[config.mk]
export PLATFORM = sky130hd
export DESIGN_NAME = sorted_priority_queue_with_remove
export DESIGN_NICKNAME = d
export VERILOG_FILES = /design/src/spq_pkg.sv /design/src/spq_entry_ram.sv /design/src/sorted_priority_queue_with_remove.sv
export SDC_FILE = /design/constraint.sdc
export NUM_CORES = 1
export LEC_CHECK = 0
export BUFFER_PORTS_ARGS = -buffer_cell sky130_fd_sc_hd__buf_4
export CAP_MARGIN = 30
export CELL_PAD_IN_SITES_DETAIL_PLACEMENT = 1
export CELL_PAD_IN_SITES_GLOBAL_PLACEMENT = 2
export CORE_MARGIN = 8
export CORE_UTILIZATION = 48
export DETAILED_ROUTE_END_ITERATION = 12
export GPL_TIMING_DRIVEN = 0
export PLACE_DENSITY_LB_ADDON = 0.1
export SYNTH_ARGS = -nofsm -noshare
export SYNTH_HDL_FRONTEND = slang
export SYNTH_HIERARCHICAL = 1
export SYNTH_SLANG_ARGS = --single-unit
[constraint.sdc]
create_clock -name clk_i -period 5.8 [get_ports clk_i]
set_input_delay 0.29 -clock clk_i [delete_from_list [all_inputs] [get_ports clk_i]]
set_output_delay 0.29 -clock clk_i [all_outputs]
set_load 0.01 [all_outputs]
[src/spq_pkg.sv]
// ----------------------------------------------------------------------------
// Sorted priority queue package
// Shared widths, codes and the entry record for the sorted priority queue.
// ----------------------------------------------------------------------------
package spq_pkg;

  // Fixed field widths of the stream items.
  localparam int unsigned PRIORITY_BITS = 8;
  localparam int unsigned ID_BITS       = 16;
  localparam int unsigned OPCODE_BITS   = 2;
  localparam int unsigned STATUS_BITS   = 2;

  // Default queue depth.
  localparam int unsigned QUEUE_DEPTH_DEFAULT = 16;

  // Packed stream widths, rounded up to whole bytes.
  localparam int unsigned IN_BITS   = OPCODE_BITS + PRIORITY_BITS + ID_BITS;
  localparam int unsigned IN_WIDTH  = ((IN_BITS + 7) / 8) * 8;
  localparam int unsigned OUT_BITS  = STATUS_BITS + ID_BITS + PRIORITY_BITS;
  localparam int unsigned OUT_WIDTH = ((OUT_BITS + 7) / 8) * 8;

  typedef enum logic [OPCODE_BITS-1:0] {
    OP_INSERT = 2'd0,
    OP_POP    = 2'd1,
    OP_REMOVE = 2'd2
  } opcode_e;

  typedef enum logic [STATUS_BITS-1:0] {
    ST_OK        = 2'd0,
    ST_EMPTY     = 2'd1,
    ST_NOT_FOUND = 2'd2,
    ST_FULL      = 2'd3
  } status_e;

  // One stored queue entry.
  typedef struct packed {
    logic [ID_BITS-1:0]       id;
    logic [PRIORITY_BITS-1:0] prio;
  } entry_t;

endpackage

[src/spq_entry_ram.sv]
// ----------------------------------------------------------------------------
// Sorted priority queue entry RAM
// Simple dual-port entry store: one write port, one read port, registered read.
// ----------------------------------------------------------------------------
module spq_entry_ram #(
  parameter int unsigned DEPTH = spq_pkg::QUEUE_DEPTH_DEFAULT,
  localparam int unsigned AW   = (DEPTH > 1) ? $clog2(DEPTH) : 1
) (
  input  logic             clk_i,
  input  logic             we_i,
  input  logic [AW-1:0]    waddr_i,
  input  spq_pkg::entry_t  wdata_i,
  input  logic             re_i,
  input  logic [AW-1:0]    raddr_i,
  output spq_pkg::entry_t  rdata_o
);

  spq_pkg::entry_t mem_q [DEPTH];
  spq_pkg::entry_t rdata_q;

  always_ff @(posedge clk_i) begin
    if (we_i) begin
      mem_q[waddr_i] <= wdata_i;
    end
    if (re_i) begin
      rdata_q <= mem_q[raddr_i];
    end
  end

  assign rdata_o = rdata_q;

endmodule

[src/sorted_priority_queue_with_remove.sv]
// ----------------------------------------------------------------------------
// Sorted priority queue with remove
// Bounded priority queue kept in descending priority order, FIFO among equals.
// ----------------------------------------------------------------------------
// The queue holds up to QUEUE_DEPTH entries in a single RAM, kept sorted with
// the head at address 0. Each command is one transfer on the slave stream and
// yields exactly one transfer on the master stream. Insert gives the entry the
// next sequential id (1 upward, wrapping back to 1) and returns it; a full
// queue drops the insert and reports full without using an id. Pop returns the
// head or reports empty; remove-by-id takes out the match nearest the head or
// reports not found. All work runs through the one RAM read port and one
// compare, one entry per cycle: an insert into an empty queue writes the head
// at once, an insert into a non-empty queue reads from the tail and moves each
// lower-priority entry back behind the new one, a pop or remove reads every
// stored entry, and commands that touch no entry (opcode 3, full, empty) go
// straight to the result stage. The slave side is ready only while no command
// is in progress; a finished result sits in an output register, so the next
// command is taken while it waits to be read. If that next result is done
// before the previous one is read, the command holds in its last cycle until the output frees up.
// ----------------------------------------------------------------------------
module sorted_priority_queue_with_remove #(
  parameter int unsigned QUEUE_DEPTH = spq_pkg::QUEUE_DEPTH_DEFAULT
) (
  input  logic                          clk_i,
  input  logic                          rst_ni,
  // Command stream. tdata from bit 0: opcode[1:0], priority_req[9:2],
  // target_id[25:10], zero padding.
  input  logic                          s_axis_tvalid,
  output logic                          s_axis_tready,
  input  logic [spq_pkg::IN_WIDTH-1:0]  s_axis_tdata,
  // Result stream. tdata from bit 0: status[1:0], out_id[17:2],
  // out_priority[25:18], zero padding.
  output logic                          m_axis_tvalid,
  input  logic                          m_axis_tready,
  output logic [spq_pkg::OUT_WIDTH-1:0] m_axis_tdata
);

  localparam int unsigned AW = (QUEUE_DEPTH > 1) ? $clog2(QUEUE_DEPTH) : 1;
  localparam int unsigned CW = $clog2(QUEUE_DEPTH + 1);
  localparam int unsigned PB = spq_pkg::PRIORITY_BITS;
  localparam int unsigned IB = spq_pkg::ID_BITS;
  localparam int unsigned OB = spq_pkg::OPCODE_BITS;
  localparam int unsigned SB = spq_pkg::STATUS_BITS;
  localparam int unsigned PAD_BITS = spq_pkg::OUT_WIDTH - spq_pkg::OUT_BITS;

  // Sequencer states. INS walks from the tail toward the head, shifting each
  // lower-priority entry back by one; DEL walks from the head, closing the gap
  // behind the removed entry.
  typedef enum logic [2:0] {
    S_IDLE,
    S_INS,
    S_INS_HEAD,
    S_DEL,
    S_RESULT
  } state_e;

  state_e              state_q, state_d;
  logic [CW-1:0]       count_q, count_d;
  logic [IB-1:0]       next_id_q, next_id_d;
  logic [AW-1:0]       idx_q, idx_d;
  logic                found_q, found_d;
  logic                is_pop_q, is_pop_d;
  logic [PB-1:0]       prio_q, prio_d;
  logic [IB-1:0]       tid_q, tid_d;
  spq_pkg::status_e    res_status_q, res_status_d;
  logic [IB-1:0]       res_id_q, res_id_d;
  logic [PB-1:0]       res_prio_q, res_prio_d;
  logic                m_valid_q, m_valid_d;
  spq_pkg::status_e    m_status_q, m_status_d;
  logic [IB-1:0]       m_id_q, m_id_d;
  logic [PB-1:0]       m_prio_q, m_prio_d;

  // RAM port controls.
  logic                ram_we;
  logic [AW-1:0]       ram_waddr;
  spq_pkg::entry_t     ram_wdata;
  logic                ram_re;
  logic [AW-1:0]       ram_raddr;
  spq_pkg::entry_t     ram_rdata;

  // Unpacked command fields.
  spq_pkg::opcode_e    in_op;
  logic [PB-1:0]       in_prio;
  logic [IB-1:0]       in_tid;
  logic                s_fire;

  // Helpers used by the sequencer.
  spq_pkg::entry_t     new_entry;
  logic [IB-1:0]       id_after;
  logic [AW-1:0]       last_idx;
  logic                id_match;

  assign in_op   = spq_pkg::opcode_e'(s_axis_tdata[OB-1:0]);
  assign in_prio = s_axis_tdata[OB +: PB];
  assign in_tid  = s_axis_tdata[OB+PB +: IB];

  assign s_axis_tready = (state_q == S_IDLE);
  assign s_fire        = s_axis_tvalid && s_axis_tready;

  assign new_entry = '{id: next_id_q, prio: prio_q};
  assign id_after  = (next_id_q == {IB{1'b1}}) ? IB'(1) : next_id_q + IB'(1);
  assign last_idx  = AW'(count_q - CW'(1));
  // A pop matches the head; a remove matches the first entry with its id.
  assign id_match  = is_pop_q ? (idx_q == '0) : (ram_rdata.id == tid_q);

  spq_entry_ram #(
    .DEPTH (QUEUE_DEPTH)
  ) u_entry_ram (
    .clk_i   (clk_i),
    .we_i    (ram_we),
    .waddr_i (ram_waddr),
    .wdata_i (ram_wdata),
    .re_i    (ram_re),
    .raddr_i (ram_raddr),
    .rdata_o (ram_rdata)
  );

  always_comb begin
    state_d      = state_q;
    count_d      = count_q;
    next_id_d    = next_id_q;
    idx_d        = idx_q;
    found_d      = found_q;
    is_pop_d     = is_pop_q;
    prio_d       = prio_q;
    tid_d        = tid_q;
    res_status_d = res_status_q;
    res_id_d     = res_id_q;
    res_prio_d   = res_prio_q;
    m_valid_d    = m_valid_q;
    m_status_d   = m_status_q;
    m_id_d       = m_id_q;
    m_prio_d     = m_prio_q;

    ram_we    = 1'b0;
    ram_waddr = '0;
    ram_wdata = new_entry;
    ram_re    = 1'b0;
    ram_raddr = '0;

    // The downstream side drains the output register independently.
    if (m_valid_q && m_axis_tready) begin
      m_valid_d = 1'b0;
    end

    unique case (state_q)
      S_IDLE: begin
        if (s_fire) begin
          prio_d       = in_prio;
          tid_d        = in_tid;
          found_d      = 1'b0;
          res_status_d = spq_pkg::ST_OK;
          res_id_d     = '0;
          res_prio_d   = '0;
          state_d      = S_RESULT;
          case (in_op) inside
            spq_pkg::OP_INSERT: begin
              if (count_q == CW'(QUEUE_DEPTH)) begin
                res_status_d = spq_pkg::ST_FULL;
              end else if (count_q == '0) begin
                // Empty queue: the new entry becomes the head right away.
                ram_we       = 1'b1;
                ram_waddr    = '0;
                ram_wdata    = '{id: next_id_q, prio: in_prio};
                count_d      = count_q + CW'(1);
                next_id_d    = id_after;
                res_id_d     = next_id_q;
                res_prio_d   = in_prio;
              end else begin
                ram_re    = 1'b1;
                ram_raddr = last_idx;
                idx_d     = last_idx;
                state_d   = S_INS;
              end
            end
            spq_pkg::OP_POP, spq_pkg::OP_REMOVE: begin
              is_pop_d = (in_op == spq_pkg::OP_POP);
              if (count_q == '0) begin
                res_status_d = (in_op == spq_pkg::OP_POP) ? spq_pkg::ST_EMPTY
                                                          : spq_pkg::ST_NOT_FOUND;
              end else begin
                ram_re    = 1'b1;
                ram_raddr = '0;
                idx_d     = '0;
                state_d   = S_DEL;
              end
            end
            default: begin
              // Unused opcode: empty OK result, no state change.
            end
          endcase
        end
      end

      S_INS: begin
        ram_we    = 1'b1;
        ram_waddr = idx_q + AW'(1);
        if (ram_rdata.prio >= prio_q) begin
          // New entry lands right behind every entry of equal or higher priority.
          ram_wdata  = new_entry;
          count_d    = count_q + CW'(1);
          next_id_d  = id_after;
          res_id_d   = next_id_q;
          res_prio_d = prio_q;
          state_d    = S_RESULT;
        end else begin
          ram_wdata = ram_rdata;
          if (idx_q == '0) begin
            state_d = S_INS_HEAD;
          end else begin
            ram_re    = 1'b1;
            ram_raddr = idx_q - AW'(1);
            idx_d     = idx_q - AW'(1);
          end
        end
      end

      S_INS_HEAD: begin
        ram_we     = 1'b1;
        ram_waddr  = '0;
        ram_wdata  = new_entry;
        count_d    = count_q + CW'(1);
        next_id_d  = id_after;
        res_id_d   = next_id_q;
        res_prio_d = prio_q;
        state_d    = S_RESULT;
      end

      S_DEL: begin
        if (found_q) begin
          // Close the gap: each entry behind the removed one moves up by one.
          ram_we    = 1'b1;
          ram_waddr = idx_q - AW'(1);
          ram_wdata = ram_rdata;
        end else if (id_match) begin
          found_d    = 1'b1;
          res_id_d   = ram_rdata.id;
          res_prio_d = ram_rdata.prio;
        end
        if (idx_q == last_idx) begin
          if (found_q || id_match) begin
            count_d      = count_q - CW'(1);
            res_status_d = spq_pkg::ST_OK;
          end else begin
            res_status_d = spq_pkg::ST_NOT_FOUND;
          end
          state_d = S_RESULT;
        end else begin
          ram_re    = 1'b1;
          ram_raddr = idx_q + AW'(1);
          idx_d     = idx_q + AW'(1);
        end
      end

      S_RESULT: begin
        if (!m_valid_q || m_axis_tready) begin
          m_valid_d  = 1'b1;
          m_status_d = res_status_q;
          m_id_d     = res_id_q;
          m_prio_d   = res_prio_q;
          state_d    = S_IDLE;
        end
      end

      default: begin
        state_d = S_IDLE;
      end
    endcase
  end

  always_ff @(posedge clk_i or negedge rst_ni) begin
    if (!rst_ni) begin
      state_q   <= S_IDLE;
      count_q   <= '0;
      next_id_q <= IB'(1);
      m_valid_q <= 1'b0;
    end else begin
      state_q   <= state_d;
      count_q   <= count_d;
      next_id_q <= next_id_d;
      m_valid_q <= m_valid_d;
    end
  end

  // Payload registers carry no reset.
  always_ff @(posedge clk_i) begin
    idx_q        <= idx_d;
    found_q      <= found_d;
    is_pop_q     <= is_pop_d;
    prio_q       <= prio_d;
    tid_q        <= tid_d;
    res_status_q <= res_status_d;
    res_id_q     <= res_id_d;
    res_prio_q   <= res_prio_d;
    m_status_q   <= m_status_d;
    m_id_q       <= m_id_d;
    m_prio_q     <= m_prio_d;
  end

  assign m_axis_tvalid = m_valid_q;
  assign m_axis_tdata  = {{PAD_BITS{1'b0}}, m_prio_q, m_id_q, SB'(m_status_q)};

endmodule
==> impl_metrics.yaml <==
outcome:
  status: "completed"
critical_path:
  max_stage_delay_ns: 0.77
  required_ns: 6.13
  cp_top_family: "buffers and inverters"
  crit_type: "reg -> reg"
  path_cells: "clkbuf_2 -> or2_2 -> clkbuf_1 -> nor2_2 -> nand2_1 -> inv_1 -> buf_16 -> nand3_1 -> o221ai_1 -> clkbuf_1 -> clkbuf_1 -> mux4_2 -> a22oi_1 -> nand2_1"
  crit_arrival_ns: 5.44
  ff2ff_path_depth: 14
  slowest_stage: "clkbuf_1"
  cpMostUsedCell: "clkbuf_1"
  reg2reg_slack_ns: 0.70
  reg2reg_to: "u_entry_ram/rdata_o[22]$_DFFE_PP_"
  rr_startpoint: "state_q[0]$_DFFE_PN0P_"
  end_kind: "register"
  cp.buffers_inverters: 6
  crit_fanout: 17
  start_kind: "register"
yosys:
  yosys-top-cells-count: "edfxtp_1 (490), nand2_1 (99), mux4_2 (96)"
  synth_edf_count: 490
  synth_top_flop_cell: "edfxtp_1"
  synth.distinct_cells: 77
  yosysTopAreaCell: "edfxtp_1"
  syn_avg_cell_area_um2: 17.9
  synth-seq-cells: 515
  synthTopCellsByArea: "edfxtp_1 (70%), mux4_2 (10%), dfrtp_1 (2.8%), a22oi_1 (2.1%), nand2_1 (1.8%)"
  netlist_instances: 1181
  yosysMostFrequentCell: "edfxtp_1"
  syn_area_um2: 21200
  yosys_warnings: 6
  synthArstFlopShare: 0.0485
  netlist.area_leader.share: 0.696
  ys_seq_area_frac: 0.725
sta:
  period_needed_ns: 5.10
  clock.fmax_mhz: 196
  finalHoldViolations: 0
  final-setup-viol-count: 0
  finalClockSkew_ns: 0.0529
  whs_ns: 0.0412
  maxSlewHeadroom: 0.335
  fin_crit_sh: 0.879
  slew_violations: 0
  grt_setup_unrepaired: "false"
  tightest_slew_ns: 0.995
detailed_routing:
  dr_wl_met2_um: 26500
  viasPerCell: 5.84
  firstDrtPassIters: 5
  drt_first_iter_violations: 931
  vias: 11600
  met3_wirelength_um: 3130
  m1WireLength_um: 22900
  top_layer: "met4"
  routedWlPerCell_um: 26.9
  ant_nets: 0
  wirelength_um: 53500
  drc: 0
floorplanning:
  initial_utilization: 0.483
  core_area_um2: 43800
  io_pins: 70
  die-area_um2: 51000
  num_rows: 77
  die_x_um: 226
  die_h_um: 226
finish:
  fin_nets: 1409
  drive_above_1_share: 0.266
  fill_cells: 3917
  multi_input_area_um2: 5490
  n_antenna_cell: 0
  final_area_um2: 25000
  seq_area_um2: 15300
  syn2layout_area_growth_pct: 18.1
  finish.utilization: 0.570
clock_network:
  cts-resized-gates: 0
  cts_buffers: 54
  hold_buffers: 25
  cts_root_buffer: "clkbuf_16"
  cts_tree: "built"
  post_cts_buffers: 0
  clockBufferDepth: 3
  clk_pin_slew_ns: 0.06
  cts.sinks: 515
  h-tree-depth: 2
  worstSkewPairLatency_ns: 0.64
hold_path:
  holdCritStartpoint: "m_axis_tready"
  holdPathEnd: "m_axis_tvalid$_DFF_PN0_"
  hp-class: "in -> reg"
  hold_path_depth: 3
placed_design:
  port_buffers: 57
  placed_area_um2: 22900
  place_congestion: 0.799
  hpwl_um: 35500
flow_run:
  cap_violations: 0
power:
  powerDensity_nw_per_um2: 519
  cellLeakagePower_nw: 8.26
  power_mw: 12.9
  max-vdd-ir-drop_mv: 0.293
global_route:
  grt_pass1_wl_um: 79900
  antenna_found_initial: 0
  first_global_vias: 12200
  grt_use_total: 0.213
  grt.overflow.total: 0
  grt_max_degree: 26
metal layers:
| metal | vias to the layer above | track usage |
|---|---|---|
| li1 | 5072 | - |
| met1 | 6158 | 0.289 |
| met2 | 344 | 0.353 |
| met3 | 61 | 0.0430 |
| met4 | 0 | 0.0524 |
| met5 | - | 0 |
worst max-delay path by stage:
stage | start | end | slack, ns | cells past startpoint
floorplan | state_q[0]$_DFFE_PN0P_ | u_entry_ram/mem_q[0][0]$_DFFE_PP_ | 1.42 | 10
global placement | count_q[0]$_DFFE_PN0P_ | u_entry_ram/mem_q[0][17]$_DFFE_PP_ | -1.08 | 9
detailed placement | state_q[0]$_DFFE_PN0P_ | u_entry_ram/rdata_o[18]$_DFFE_PP_ | 0.77 | 14
CTS | state_q[0]$_DFFE_PN0P_ | u_entry_ram/rdata_o[1]$_DFFE_PP_ | 0.74 | 14
global route | state_q[0]$_DFFE_PN0P_ | u_entry_ram/rdata_o[1]$_DFFE_PP_ | 0.41 | 14
finish | state_q[0]$_DFFE_PN0P_ | u_entry_ram/rdata_o[22]$_DFFE_PP_ | 0.70 | 14
kinds of logic (layout without fill, tap and decap cells):
logic type | after synthesis | after routing | synth area share
xor gates and xnor gates | 38 | 38 | 0.0173
muxes | 118 | 118 | 0.114
DFF | 515 | 515 | 0.725
adders and majority gates | 17 | 17 | 0.0101
other | 1 | 6 | 0.000177
and+or+nand+nor | 224 | 224 | 0.0527
buffers and inverters | 89 | 304 | 0.0220
AOI/OAI and AO/OA | 179 | 179 | 0.0590
worst reg2reg max path, cell delays in order (launching register included):
cell and delay (ns):
dfrtp_1 0.35, clkbuf_2 0.17, or2_2 0.29, clkbuf_1 0.25
nor2_2 0.22, nand2_1 0.32, inv_1 0.54, buf_16 0.23
nand3_1 0.22, o221ai_1 0.25, clkbuf_1 0.30, clkbuf_1 0.77
mux4_2 0.41, a22oi_1 0.32, nand2_1 0.19
placed cells by master, fill, tap and decap left out, types with 6 or more instances in the layout:
| master | synthesis | routed |
|---|---|---|
| xor2_1 | 9 | 9 |
| buf_4 | 8 | 71 |
| a22oi_1 | 58 | 58 |
| nor3_1 | 14 | 9 |
| o21ai_0 | 38 | 31 |
| dfrtp_1 | 24 | 24 |
| nand2_1 | 99 | 99 |
| bufinv_16 | 0 | 6 |
| ha_1 | 17 | 17 |
| clkbuf_16 | 0 | 54 |
| buf_6 | 8 | 21 |
| o22ai_1 | 10 | 10 |
| xnor2_1 | 27 | 27 |
| clkbuf_1 | 31 | 41 |
| nor2_4 | 1 | 13 |
| buf_12 | 0 | 8 |
| dlygate4sd3_1 | 0 | 25 |
| clkinv_1 | 0 | 8 |
| mux4_2 | 96 | 96 |
| nor3_2 | 2 | 7 |
| conb_1 | 1 | 6 |
| nor2b_1 | 7 | 7 |
| edfxtp_1 | 490 | 490 |
| buf_2 | 15 | 15 |
| nor2_1 | 36 | 24 |
| nand2b_1 | 9 | 9 |
| a21oi_1 | 29 | 29 |
| mux2_2 | 17 | 17 |
| and3_1 | 6 | 6 |
| o31ai_1 | 7 | 7 |
| nand3_1 | 15 | 15 |
| clkinv_2 | 0 | 16 |
| inv_1 | 22 | 22 |
| o21ai_1 | 1 | 7 |
layout make-up:
cell class	instances	area share
flip-flops and latches	515	0.614
multi-input cells	582	0.220
clock buffers	64	0.0556
repair buffers	114	0.0462
well taps	592	0.0297
clock inverters	37	0.0156
plain buffers	66	0.0152
inverters	23	0.00346
through the flow:
stage	setup TNS, ns	cells	worst slack [ns]
global route	0	1993	0.412
floorplan	0	1186	1.42
global placement	-80.07	1835	-1.08
finish	0	1993	0.699
CTS	0	1993	0.742
detailed placement	0	1867	0.768
registers in the layout (all words and copies together) (netlist names):
name,count
count_q,5
idx_q,4
res_prio_q,8
m_id_q,16
state_q,3
tid_q,16
u_entry_ram/mem_q,384
next_id_q,16
prio_q,8
is_pop_q,1
m_axis_tvalid,1
m_prio_q,8
u_entry_ram/rdata_o,24
m_status_q,2
found_q,1
res_status_q,2
res_id_q,16
power by group:
group	leakage (nW)	internal [mW]	total [mW]	switching, mW
logic	2.54	1.54	4.10	2.56
clock network	0.869	1.99	3.44	1.45
registers	4.85	5.13	5.41	0.275
Note: power is estimated with default switching activity, not from simulation.
